$ cat src/rtl/assert_macros.svh
// assertion macros shared by the rtl
// no dependencies; included by the top level
`ifndef ASSERT_MACROS_SVH
`define ASSERT_MACROS_SVH

// same-cycle implication, checked out of reset
`define ASSERT_IMPLIES(label, clk, rst_n, ante, cons) \
    label: assert property (@(posedge clk) disable iff (!rst_n) (ante) |-> (cons)) \
        else $error("implication check failed");

// next-cycle implication, checked out of reset
`define ASSERT_NEXT(label, clk, rst_n, ante, cons) \
    label: assert property (@(posedge clk) disable iff (!rst_n) (ante) |=> (cons)) \
        else $error("next-cycle check failed");

`endif

$ cat src/rtl/ddo_pkg.sv
// types, constants and tables of the arc odometry block
// no dependencies; used by every rtl module
package ddo_pkg;

    localparam int TAB_LEN          = 24;
    localparam int CORDIC_STEPS_DEF = 16;
    localparam int QUEUE_DEPTH      = 2;
    localparam int DIV_NW           = 48;
    localparam int DIV_DW           = 19;

    localparam logic [29:0] CORDIC_GAIN_INV = 30'd652032874;
    localparam logic [29:0] TURN32_PER_RAD  = 30'd683565276;
    localparam logic [17:0] SPACING_RESET   = 18'd51200;

    localparam logic [29:0] ARC_TAB [TAB_LEN] = '{
        30'd536870912, 30'd316933406, 30'd167458907, 30'd85004756, 30'd42667331,
        30'd21354465, 30'd10679838, 30'd5340245, 30'd2670163, 30'd1335087,
        30'd667544, 30'd333772, 30'd166886, 30'd83443, 30'd41722, 30'd20861,
        30'd10430, 30'd5215, 30'd2608, 30'd1304, 30'd652, 30'd326, 30'd163, 30'd81
    };

    // register indexes
    localparam logic [2:0] REG_SPACING   = 3'd0;
    localparam logic [2:0] REG_START_X   = 3'd1;
    localparam logic [2:0] REG_START_Y   = 3'd2;
    localparam logic [2:0] REG_START_HDG = 3'd3;
    localparam logic [2:0] REG_TOLERANCE = 3'd4;

    // command codes
    localparam logic CMD_STEP   = 1'b0;
    localparam logic CMD_RELOAD = 1'b1;

    typedef struct packed {
        logic              cmd;
        logic signed [15:0] travel_left;
        logic signed [15:0] travel_right;
    } item_t;

    typedef struct packed {
        logic signed [31:0] pos_x;
        logic signed [31:0] pos_y;
        logic [15:0]        heading;
        logic               radius_saturated;
    } result_t;

    // classified operation passed from front to back
    typedef struct packed {
        logic               reload;
        logic               straight;
        logic               d_neg;
        logic               r_neg;
        logic signed [16:0] s;
        logic [15:0]        ad;
        logic [16:0]        as_mag;
    } op_t;

    typedef struct packed {
        logic empty;
        logic full;
    } q_status_t;

    typedef struct packed {
        logic [17:0]        wheel_spacing;
        logic signed [31:0] start_x;
        logic signed [31:0] start_y;
        logic [15:0]        start_heading;
    } cfg_t;

endpackage

$ cat src/rtl/ddo_front.sv
// front end: classifies an incoming transaction into an operation
// depends on ddo_pkg
module ddo_front (
    input  ddo_pkg::item_t item,
    input  logic [7:0]     tolerance,
    output ddo_pkg::op_t   op
);
    import ddo_pkg::*;

    logic signed [16:0] d;
    logic signed [16:0] s;
    logic [16:0]        d_abs;
    logic [16:0]        s_abs;

    // wheel difference and sum
    always_comb
    begin
        d     = 17'(item.travel_right) - 17'(item.travel_left);
        s     = 17'(item.travel_right) + 17'(item.travel_left);
        d_abs = d[16] ? 17'(-d) : 17'(d);
        s_abs = s[16] ? 17'(-s) : 17'(s);
    end

    // classification
    always_comb
    begin
        op.reload   = (item.cmd == CMD_RELOAD);
        op.straight = (d_abs <= {9'd0, tolerance});
        op.d_neg    = d[16];
        op.r_neg    = s[16] != d[16];
        op.s        = s;
        op.ad       = d_abs[15:0];
        op.as_mag   = s_abs;
    end

endmodule

$ cat config.mk
export PLATFORM = sky130hd
export DESIGN_NAME = ddo_front
export DESIGN_NICKNAME = d
export VERILOG_FILES = /design/src/rtl/assert_macros.svh /design/src/rtl/ddo_pkg.sv /design/src/rtl/ddo_front.sv
export SDC_FILE = /design/constraint.sdc
export NUM_CORES = 1
export LEC_CHECK = 0
export ABC_AREA = 1
export BUFFER_PORTS_ARGS = -buffer_cell sky130_fd_sc_hd__clkbuf_2
export CAP_MARGIN = 30
export CORE_ASPECT_RATIO = 0.8
export CORE_UTILIZATION = 56
export DETAILED_ROUTE_END_ITERATION = 6
export PLACE_DENSITY = 0.92
export SYNTH_ARGS = -nofsm -noshare
export SYNTH_HDL_FRONTEND = slang
export SYNTH_SLANG_ARGS = --single-unit
$ cat constraint.sdc
create_clock -name vclk -period 3.9
set_input_delay 0 -clock vclk [all_inputs]
set_output_delay 0 -clock vclk [all_outputs]
set_load 0.1 [all_outputs]
==> results.yml <==
run_status:
  status: "finished clean"
synthesis:
  synth_adder_area_share_pct: 17.3
  synth.largest_area_cell: "nand2_1"
  synthCells: 597
  synth_top_family_by_area: "simple AND/OR/NAND/NOR gates"
  synth_top_area_share_pct: 20.1
  synth-compound-area-share_pct: 8.57
  synthXorXnorAreaFrac_pct: 9.91
  ys_types: 32
  synth_fp_nets: 682
  yosys.area_share.simple_pct: 47.2
  ys.warnings.count: 0
  synth_area_leaders: "nand2_1 (20%), ha_1 (16%), inv_1 (12%)"
  synth_common_cells: "nand2_1 (175), inv_1 (107), nand3_1 (56), nor2_1 (48), ha_1 (42)"
  yosysSeqAreaShare_pct: 0
  synth.area.mux_share_pct: 0
  synth.avg_cell_area_um2: 5.48
  synth_most_common_cell: "nand2_1"
  netlist_area_um2: 3270
drt:
  wire_per_inst_um: 12.5
  viasPerCell: 5.22
  first_pass_iters: 5
  postRouteAntennaNets: 0
  drc: 0
  drt-total-wl_um: 9490
  vias: 3974
  drtIter0Drc: 275
place:
  dpl_worst_slack_ns: 0.179
  port_buffers: 93
  gp_congestion: 0.966
  place_hpwl_um: 8370
critical_path:
  cp.required_ns: 3.90
  slowest_stage: "fa_1"
  worst_path_largest_cell_delay_ns: 0.38
  cp_max_fo: 19
  cp-end-kind: "output pin"
  crit_arrival_ns: 3.57
  cp-start-kind: "primary input"
  crit_top_cell: "nand2_1"
  critPathKind: "in2out"
power_and_ir_drop:
  vdd_drop_max_mv: 0.215
  power.share.combinational_pct: 100.0
  p_leak_nw: 2.40
  p_clk_share_pct: 0
  switching_power_mw: 1.66
  power.share.sequential_pct: 0
  power.density_nw_per_um2: 524
  p_int_mw: 0.353
  p_sw_share_pct: 82.4
clocking:
  cts_resized: 0
  holdBufCountCts: 0
  post_cts_buffers: 0
worst_hold_path:
  hold_depth: 0
  min_to: "op[53]"
  min_path_type: "in2out"
  worstHoldStart: "item[32]"
die:
  die_x_um: 87.4
  dieArea_um2: 6150
  die_h_um: 70.4
  coreArea_um2: 5530
  initial_utilization_pct: 59.2
  io_pins: 95
  num_rows: 24
timing:
  timing.final.crit_share_pct: 91.5
  timing.fmax_mhz: 280
  rsz0062_at_grt: "false"
  slew_viol_final: 0
  finalSetupViolCount: 0
  setup_ws_ns: 0.330
  fin_crit_ns: 3.57
  timing.setup.tns_ns: 0
  finalHoldViolCount: 0
  slew_headroom_pct: 62.9
  tightest_slew_ns: 0.559
cells_and_area:
  fin_nets: 770
  area_delta_synth_final_pct: 17.3
  diodes: 0
  multi_input_area_um2: 2780
  post-route-util_pct: 69.5
  nFlopsAndLatches: 0
  n_clock_buffer: 0
  drive_gt1_share_pct: 25.3
  ff_latch_area_um2: 0
  nFillCells: 528
global_route:
  grt_overflow: 0
  grt_pass1_wl_um: 15300
  first_global_vias: 3516
  grt_usage_pct: 30.5
  antenna_found_initial: 0
  grt_max_degree: 20
flow_run:
  drv_cap: 0
## worst max-delay path by stage
stage | startpoint | end | slack [ns] | depth (start not counted)
2_1_floorplan | item[0] | op[52] | -0.48 | 27
3_5_place_dp | item[0] | op[52] | 0.18 | 28
4_1_cts | item[0] | op[52] | 0.17 | 28
5_1_grt | item[0] | op[52] | 0.01 | 28
3_3_place_gp | item[0] | op[52] | 0.36 | 28
6_report | item[0] | op[52] | 0.33 | 28
## metal layers
layer	track usage [%]	vias to the layer above	routed length, µm
met5	0	-	0
met4	4.01	0	110
met3	2.84	16	741
met2	53.0	169	4240
met1	41.5	1774	4390
li1	-	2015	-
## layout make-up
type / instances / area share, %
inverters: 121 / 11.8
repair buffers: 98 / 13.3
well taps: 78 / 2.54
multi-input cells: 464 / 72.4
## cells in the final DEF (no fill, tap or decap), types with 2 or more instances in the layout
master / instances
nand3_1: 55
nor2_1: 47
nand3_2: 6
xor2_1: 20
inv_2: 14
ha_1: 42
nor3_1: 6
a21oi_2: 9
nor2_2: 13
nand2_2: 17
clkbuf_2: 92
o21ai_0: 8
o21bai_1: 4
fa_1: 2
xor2_2: 8
o21ai_1: 3
nand3b_1: 2
a21oi_1: 18
buf_4: 5
nand2_1: 175
xnor2_2: 2
nand4_1: 17
inv_1: 107
## critical path, delay by kind of cell
family	cells	cell delay, ns
xor+xnor	1	0.12
compound gates	2	0.25
buf+inv	5	0.50
simple gates	17	1.81
fa+ha+maj	3	0.88
## per-stage QoR
step	power [mW]	cells	area (µm²)	hold WS, ns
after floorplan	1.70	597	3320	0.212
after global placement	1.97	761	3820	0.000739
after detailed placement	1.99	761	3820	0.000739
after CTS	1.99	761	3820	0.000739
after global routing	2.12	761	3840	0.000610
final	2.01	761	3840	0.000249
## logic make-up (layout without fill, tap and decap cells)
family | after synthesis | count (layout)
and+or+nand+nor | 343 | 343
buffers and inverters | 133 | 219
AOI/OAI and AO/OA | 46 | 46
adders and majority gates | 44 | 44
xor gates and xnor gates | 31 | 31
## power by group through the flow
| stage | sequential, mW | combinational, mW | clock, mW |
|---|---|---|---|
| floorplan | 0 | 1.70 | 0 |
| global placement | 0 | 1.97 | 0 |
| detailed placement | 0 | 1.99 | 0 |
| CTS | 0 | 1.99 | 0 |
| global route | 0 | 2.12 | 0 |
| finish | 0 | 2.01 | 0 |
Note: power is estimated with default switching activity, not from simulation.
