<file path="src/rtl/assert_macros.svh">
// assertion macros shared by the rtl
// no dependencies; included by the top level
`ifndef ASSERT_MACROS_SVH
`define ASSERT_MACROS_SVH

// same-cycle implication, checked out of reset
`define ASSERT_IMPLIES(label, clk, rst_n, ante, cons) \
    label: assert property (@(posedge clk) disable iff (!rst_n) (ante) |-> (cons)) \
        else $error("implication check failed");

// next-cycle implication, checked out of reset
`define ASSERT_NEXT(label, clk, rst_n, ante, cons) \
    label: assert property (@(posedge clk) disable iff (!rst_n) (ante) |=> (cons)) \
        else $error("next-cycle check failed");

`endif

</file>
<file path="src/rtl/ddo_pkg.sv">
// types, constants and tables of the arc odometry block
// no dependencies; used by every rtl module
package ddo_pkg;

    localparam int TAB_LEN          = 24;
    localparam int CORDIC_STEPS_DEF = 16;
    localparam int QUEUE_DEPTH      = 2;
    localparam int DIV_NW           = 48;
    localparam int DIV_DW           = 19;

    localparam logic [29:0] CORDIC_GAIN_INV = 30'd652032874;
    localparam logic [29:0] TURN32_PER_RAD  = 30'd683565276;
    localparam logic [17:0] SPACING_RESET   = 18'd51200;

    localparam logic [29:0] ARC_TAB [TAB_LEN] = '{
        30'd536870912, 30'd316933406, 30'd167458907, 30'd85004756, 30'd42667331,
        30'd21354465, 30'd10679838, 30'd5340245, 30'd2670163, 30'd1335087,
        30'd667544, 30'd333772, 30'd166886, 30'd83443, 30'd41722, 30'd20861,
        30'd10430, 30'd5215, 30'd2608, 30'd1304, 30'd652, 30'd326, 30'd163, 30'd81
    };

    // register indexes
    localparam logic [2:0] REG_SPACING   = 3'd0;
    localparam logic [2:0] REG_START_X   = 3'd1;
    localparam logic [2:0] REG_START_Y   = 3'd2;
    localparam logic [2:0] REG_START_HDG = 3'd3;
    localparam logic [2:0] REG_TOLERANCE = 3'd4;

    // command codes
    localparam logic CMD_STEP   = 1'b0;
    localparam logic CMD_RELOAD = 1'b1;

    typedef struct packed {
        logic              cmd;
        logic signed [15:0] travel_left;
        logic signed [15:0] travel_right;
    } item_t;

    typedef struct packed {
        logic signed [31:0] pos_x;
        logic signed [31:0] pos_y;
        logic [15:0]        heading;
        logic               radius_saturated;
    } result_t;

    // classified operation passed from front to back
    typedef struct packed {
        logic               reload;
        logic               straight;
        logic               d_neg;
        logic               r_neg;
        logic signed [16:0] s;
        logic [15:0]        ad;
        logic [16:0]        as_mag;
    } op_t;

    typedef struct packed {
        logic empty;
        logic full;
    } q_status_t;

    typedef struct packed {
        logic [17:0]        wheel_spacing;
        logic signed [31:0] start_x;
        logic signed [31:0] start_y;
        logic [15:0]        start_heading;
    } cfg_t;

endpackage

</file>
<file path="src/rtl/ddo_queue.sv">
// short operation queue between front and back
// depends on ddo_pkg
module ddo_queue (
    input  logic                 clk,
    input  logic                 rst_n,
    input  logic                 push,
    input  ddo_pkg::op_t         wr_op,
    input  logic                 pop,
    output ddo_pkg::op_t         rd_op,
    output ddo_pkg::q_status_t   status,
    output logic [1:0]           fill
);
    import ddo_pkg::*;

    localparam int PW = $clog2(QUEUE_DEPTH);

    op_t           entry_reg [QUEUE_DEPTH];
    logic [PW-1:0] wr_ptr_reg;
    logic [PW-1:0] rd_ptr_reg;
    logic [1:0]    count_reg;

    // storage
    always_ff @(posedge clk)
    begin
        if (push)
        begin
            entry_reg[wr_ptr_reg] <= wr_op;
        end
    end

    // pointers and fill level
    always_ff @(posedge clk or negedge rst_n)
    begin
        if (!rst_n)
        begin
            wr_ptr_reg <= '0;
            rd_ptr_reg <= '0;
            count_reg  <= '0;
        end
        else
        begin
            if (push)
            begin
                wr_ptr_reg <= wr_ptr_reg + 1'b1;
            end
            if (pop)
            begin
                rd_ptr_reg <= rd_ptr_reg + 1'b1;
            end
            if (push && !pop)
            begin
                count_reg <= count_reg + 2'd1;
            end
            else if (pop && !push)
            begin
                count_reg <= count_reg - 2'd1;
            end
        end
    end

    assign rd_op        = entry_reg[rd_ptr_reg];
    assign status.empty = (count_reg == 2'd0);
    assign status.full  = (count_reg == 2'(QUEUE_DEPTH));
    assign fill         = count_reg;

endmodule

</file>
<file path="config.mk">
export PLATFORM = sky130hd
export DESIGN_NAME = ddo_queue
export DESIGN_NICKNAME = d
export VERILOG_FILES = /design/src/rtl/assert_macros.svh /design/src/rtl/ddo_pkg.sv /design/src/rtl/ddo_queue.sv
export SDC_FILE = /design/constraint.sdc
export NUM_CORES = 1
export LEC_CHECK = 0
export BUFFER_PORTS_ARGS = -buffer_cell sky130_fd_sc_hd__clkbuf_2
export CAP_MARGIN = 20
export CORE_MARGIN = 2
export CORE_UTILIZATION = 47
export DETAILED_ROUTE_END_ITERATION = 10
export PLACE_DENSITY = 0.75
export REMOVE_ABC_BUFFERS = 1
export SLEW_MARGIN = 40
export SYNTH_ARGS = -nofsm -noshare
export SYNTH_HDL_FRONTEND = slang
export SYNTH_SLANG_ARGS = --single-unit
</file>
<file path="constraint.sdc">
create_clock -name clk -period 3.25 [get_ports clk]
set_input_delay 0 -clock clk [delete_from_list [all_inputs] [get_ports clk]]
set_output_delay 0 -clock clk [all_outputs]
set_load 0.005 [all_outputs]
</file>
==> key figures <==
Run status
  – Status: finished clean

Final layout
  – Util after Layout: 63.1%
  – Largest register FFs: 108
  – Fillers: 676
  – P&R area growth vs syn: 32.7%
  – Inserted Diodes: 0
  – Design area: 5750 um^2
  – Share of cells above drive strength 1: 51.5%
  – Post-layout nets: 425

Yosys
  – Post-synthesis mux area share: 18.3%
  – Syn. warnings: 0
  – Number of synthesized register bits: 112
  – Synth Area in Simple Gates: 0.606%
  – Synth Area in Adders: 0.289%
  – Post-synthesis sequential area ratio: 77.2%
  – Main combinational cell family by area after synthesis: multiplexers
  – Compound-Gate Fraction of Synth Area: 0%
  – Most frequent cell after synthesis: edfxtp_1
  – Cells after synthesis: 184
  – Syn Std Cell Area: 4330 um^2
  – Commonest cells in the netlist: 108 x edfxtp_1, 49 x mux2_4, 5 x buf_12, 5 x mux2_2
  – Mean Syn Cell Area: 23.5 um^2
  – Post-synth EDFFs: 108
  – Synth async-reset ratio: 3.57%
  – Share of the synthesized area in the top cell type: 74.8%
  – XOR/XNOR Fraction of Synth Area: 1.01%
  – Top_reg_cell synth: edfxtp_1
  – Top cells by area, synth: edfxtp_1 75%, mux2_4 17%, buf_12 2.3%
  – Largest area contributor in the netlist: edfxtp_1
  – Synth cell types: 13

Route
  – Initial drt markers: 57
  – Vias per inst: 4.75
  – Pre-Repair DR Iteration Count: 4
  – Detail Route met3 WL: 386 um
  – Metal-1 WL: 3.02 mm
  – Final ANT Viol Nets: 0
  – Highest Signal Layer: met4
  – Final WL: 7.25 mm
  – Post-route DRC: 0
  – Via count: 2288
  – Wire length on met2: 3.67 mm
  – WL/cell: 15.0 um

CTS
  – Post-CTS setup buffer count: 0
  – Sink Count: 112
  – Clock transition at the registers of the reported paths: 0.11 ns
  – CTS tree: done
  – H-tree depth: 3
  – Post-CTS resize count: 0
  – Total CTS buffers: 9
  – Worst-case clock buffer depth: 2
  – Root Buffer: clkbuf_8
  – Clock network latency to the later pin of the worst-skew pair: 0.36 ns
  – Hold-fix buffers, CTS: 58

Die
  – Starting Density: 47.6%
  – Die Ht: 100 um
  – Die Width: 100 um
  – # rows: 35
  – Top Ports: 116
  – Core ar.: 9110 um^2
  – Total die area: 10000 um^2

Critical path
  – Critical path buffers and inverters: 2
  – Worst path cell trace: buf_12 > mux2_2 > clkbuf_2
  – Largest delay share family, worst path: flip-flops
  – Crit path kind: flip-flop to primary output
  – Crit-path max FO: 31
  – Crit end category: primary output
  – Arrival time at the worst endpoint: 1.91 ns
  – Crit start category: flip-flop
  – Worst EP required: 3.25 ns
  – CP max stage cell: dfrtp_4
  – Slowest cell delay on critical path: 0.74 ns

Pwr
  – Combinational share of power: 32.0%
  – P_leak: 2.37 nW
  – Part of the power in registers: 50.1%
  – Clock share of power: 17.9%
  – Switch Pwr: 0.00117 W
  – Pwr Total: 0.00416 W
  – Peak VDD IR: 0.469 mV
  – Sw frac: 28.0%
  – Power Density: 724 nW/um^2
  – Cell Int Power: 0.00300 W

Timing
  – Fin crit share: 58.8%
  – Setup Skew: 0.00913 ns
  – RSZ-0062 raised after global routing: no
  – Worst rel slew slack: 60.4%
  – Final hold viol count: 0
  – # setup viols final: 0
  – Tmin final: 1.91 ns
  – Final count of pins violating max slew: 0
  – Slew @ Worst Pin: 0.595 ns
  – Max Clk Rate: 524 MHz

Place
  – GP Congestion: 0.672
  – HPWL after detailed placement: 4.58 mm
  – # port buffers: 115
  – Post-DP Area: 4990 um^2

Global route
  – Antenna violations before repair: 0
  – Vias in the first global route: 2358
  – First-pass GRT wire length: 10.8 mm
  – Largest net degree at the start of global routing: 44
  – GRT Total Usage: 14.6%
  – Gr ovfl total: 0

Min path
  – Hold Path Class: input port to flip-flop

Run
  – # Max-Cap Violations: 0
kinds of logic (layout without fill, tap and decap cells):
family / Yosys count / in the layout
flip-flops: 112 / 112
multiplexers: 54 / 54
buffers and inverters: 7 / 194
XOR/XNOR: 5 / 5
AND/OR/NAND/NOR: 5 / 5
adder cells (fa/ha/maj): 1 / 1
layout make-up:
cell class | count | area (um^2) | area share (%)
Timing Repair Buffer | 177 | 1200 | 20.8
Multi-Input combinational cell | 65 | 885 | 15.4
Clock buffer | 10 | 128 | 2.22
Tap cell | 111 | 139 | 2.42
Sequential cell | 112 | 3350 | 58.2
Inverter | 1 | 3.75 | 0.0653
Clock inverter | 6 | 50.0 | 0.870
worst register-to-register path, delay by kind of cell, from the launching register on:
kind / cells / cell delay [ns]
and+or+nand+nor: 1 / 0.34
DFF: 1 / 0.44
buffers and inverters: 1 / 0.58
power by group through the flow:
stage | Sequential, W | Clock (W) | Combinational, W
2_1_floorplan | 0.00217 | 0 | 0.000787
3_3_place_gp | 0.00221 | 0 | 0.00116
3_5_place_dp | 0.00213 | 0 | 0.00129
4_1_cts | 0.00209 | 0.000775 | 0.00134
5_1_grt | 0.00212 | 0.000834 | 0.00143
6_report | 0.00209 | 0.000747 | 0.00133
layout by cell type (no fill, tap or decap):
cell type,instances
mux2_4,49
buf_12,1
clkinvlp_4,1
clkbuf_1,1
xor2_1,4
inv_6,2
and2_4,1
dlygate4sd3_1,58
nor2b_1,1
mux2_2,5
nor2b_4,1
ha_1,1
clkinv_4,1
xnor2_1,1
clkbuf_8,9
clkinv_2,1
inv_1,1
edfxtp_1,108
nor2_1,2
inv_8,1
buf_4,3
dfrtp_1,3
clkbuf_2,115
dfrtp_4,1
worst paths after layout:
check / to / start / slack (ns) / depth (start not counted)
worst max-delay path: rd_op[37] / rd_ptr_reg / 1.34 / 3
worst min-delay path: entry_reg[0][53] / wr_op[53] / 0.36 / 2
worst max register to register: entry_reg[0][20] / wr_ptr_reg / 1.52 / 2
worst min register to register: wr_ptr_reg / wr_ptr_reg / 0.55 / 1
max in group asynchronous: rd_ptr_reg / rst_n / 2.50 / 3
min in group asynchronous: fill[0] / rst_n / 0.55 / 3
layer usage:
layer / global-route usage [%] / vias to the layer above
met5: 0 / -
li1: - / 1082
met2: 25.7 / 80
met1: 16.4 / 1111
met3: 4.18 / 15
met4: 6.53 / 0
stage by stage:
step	TNS [ns]	setup WS [ns]	hold slack [ns]	std cells
detailed placement	0	1.42	-0.180	408
global route	0	1.24	0.334	482
CTS	0	1.30	0.341	482
floorplan	-1.64	-0.0304	-0.296	178
finish	0	1.34	0.359	482
global placement	0	1.46	-0.184	407
No activity file was read; power rests on OpenSTA's default activity.
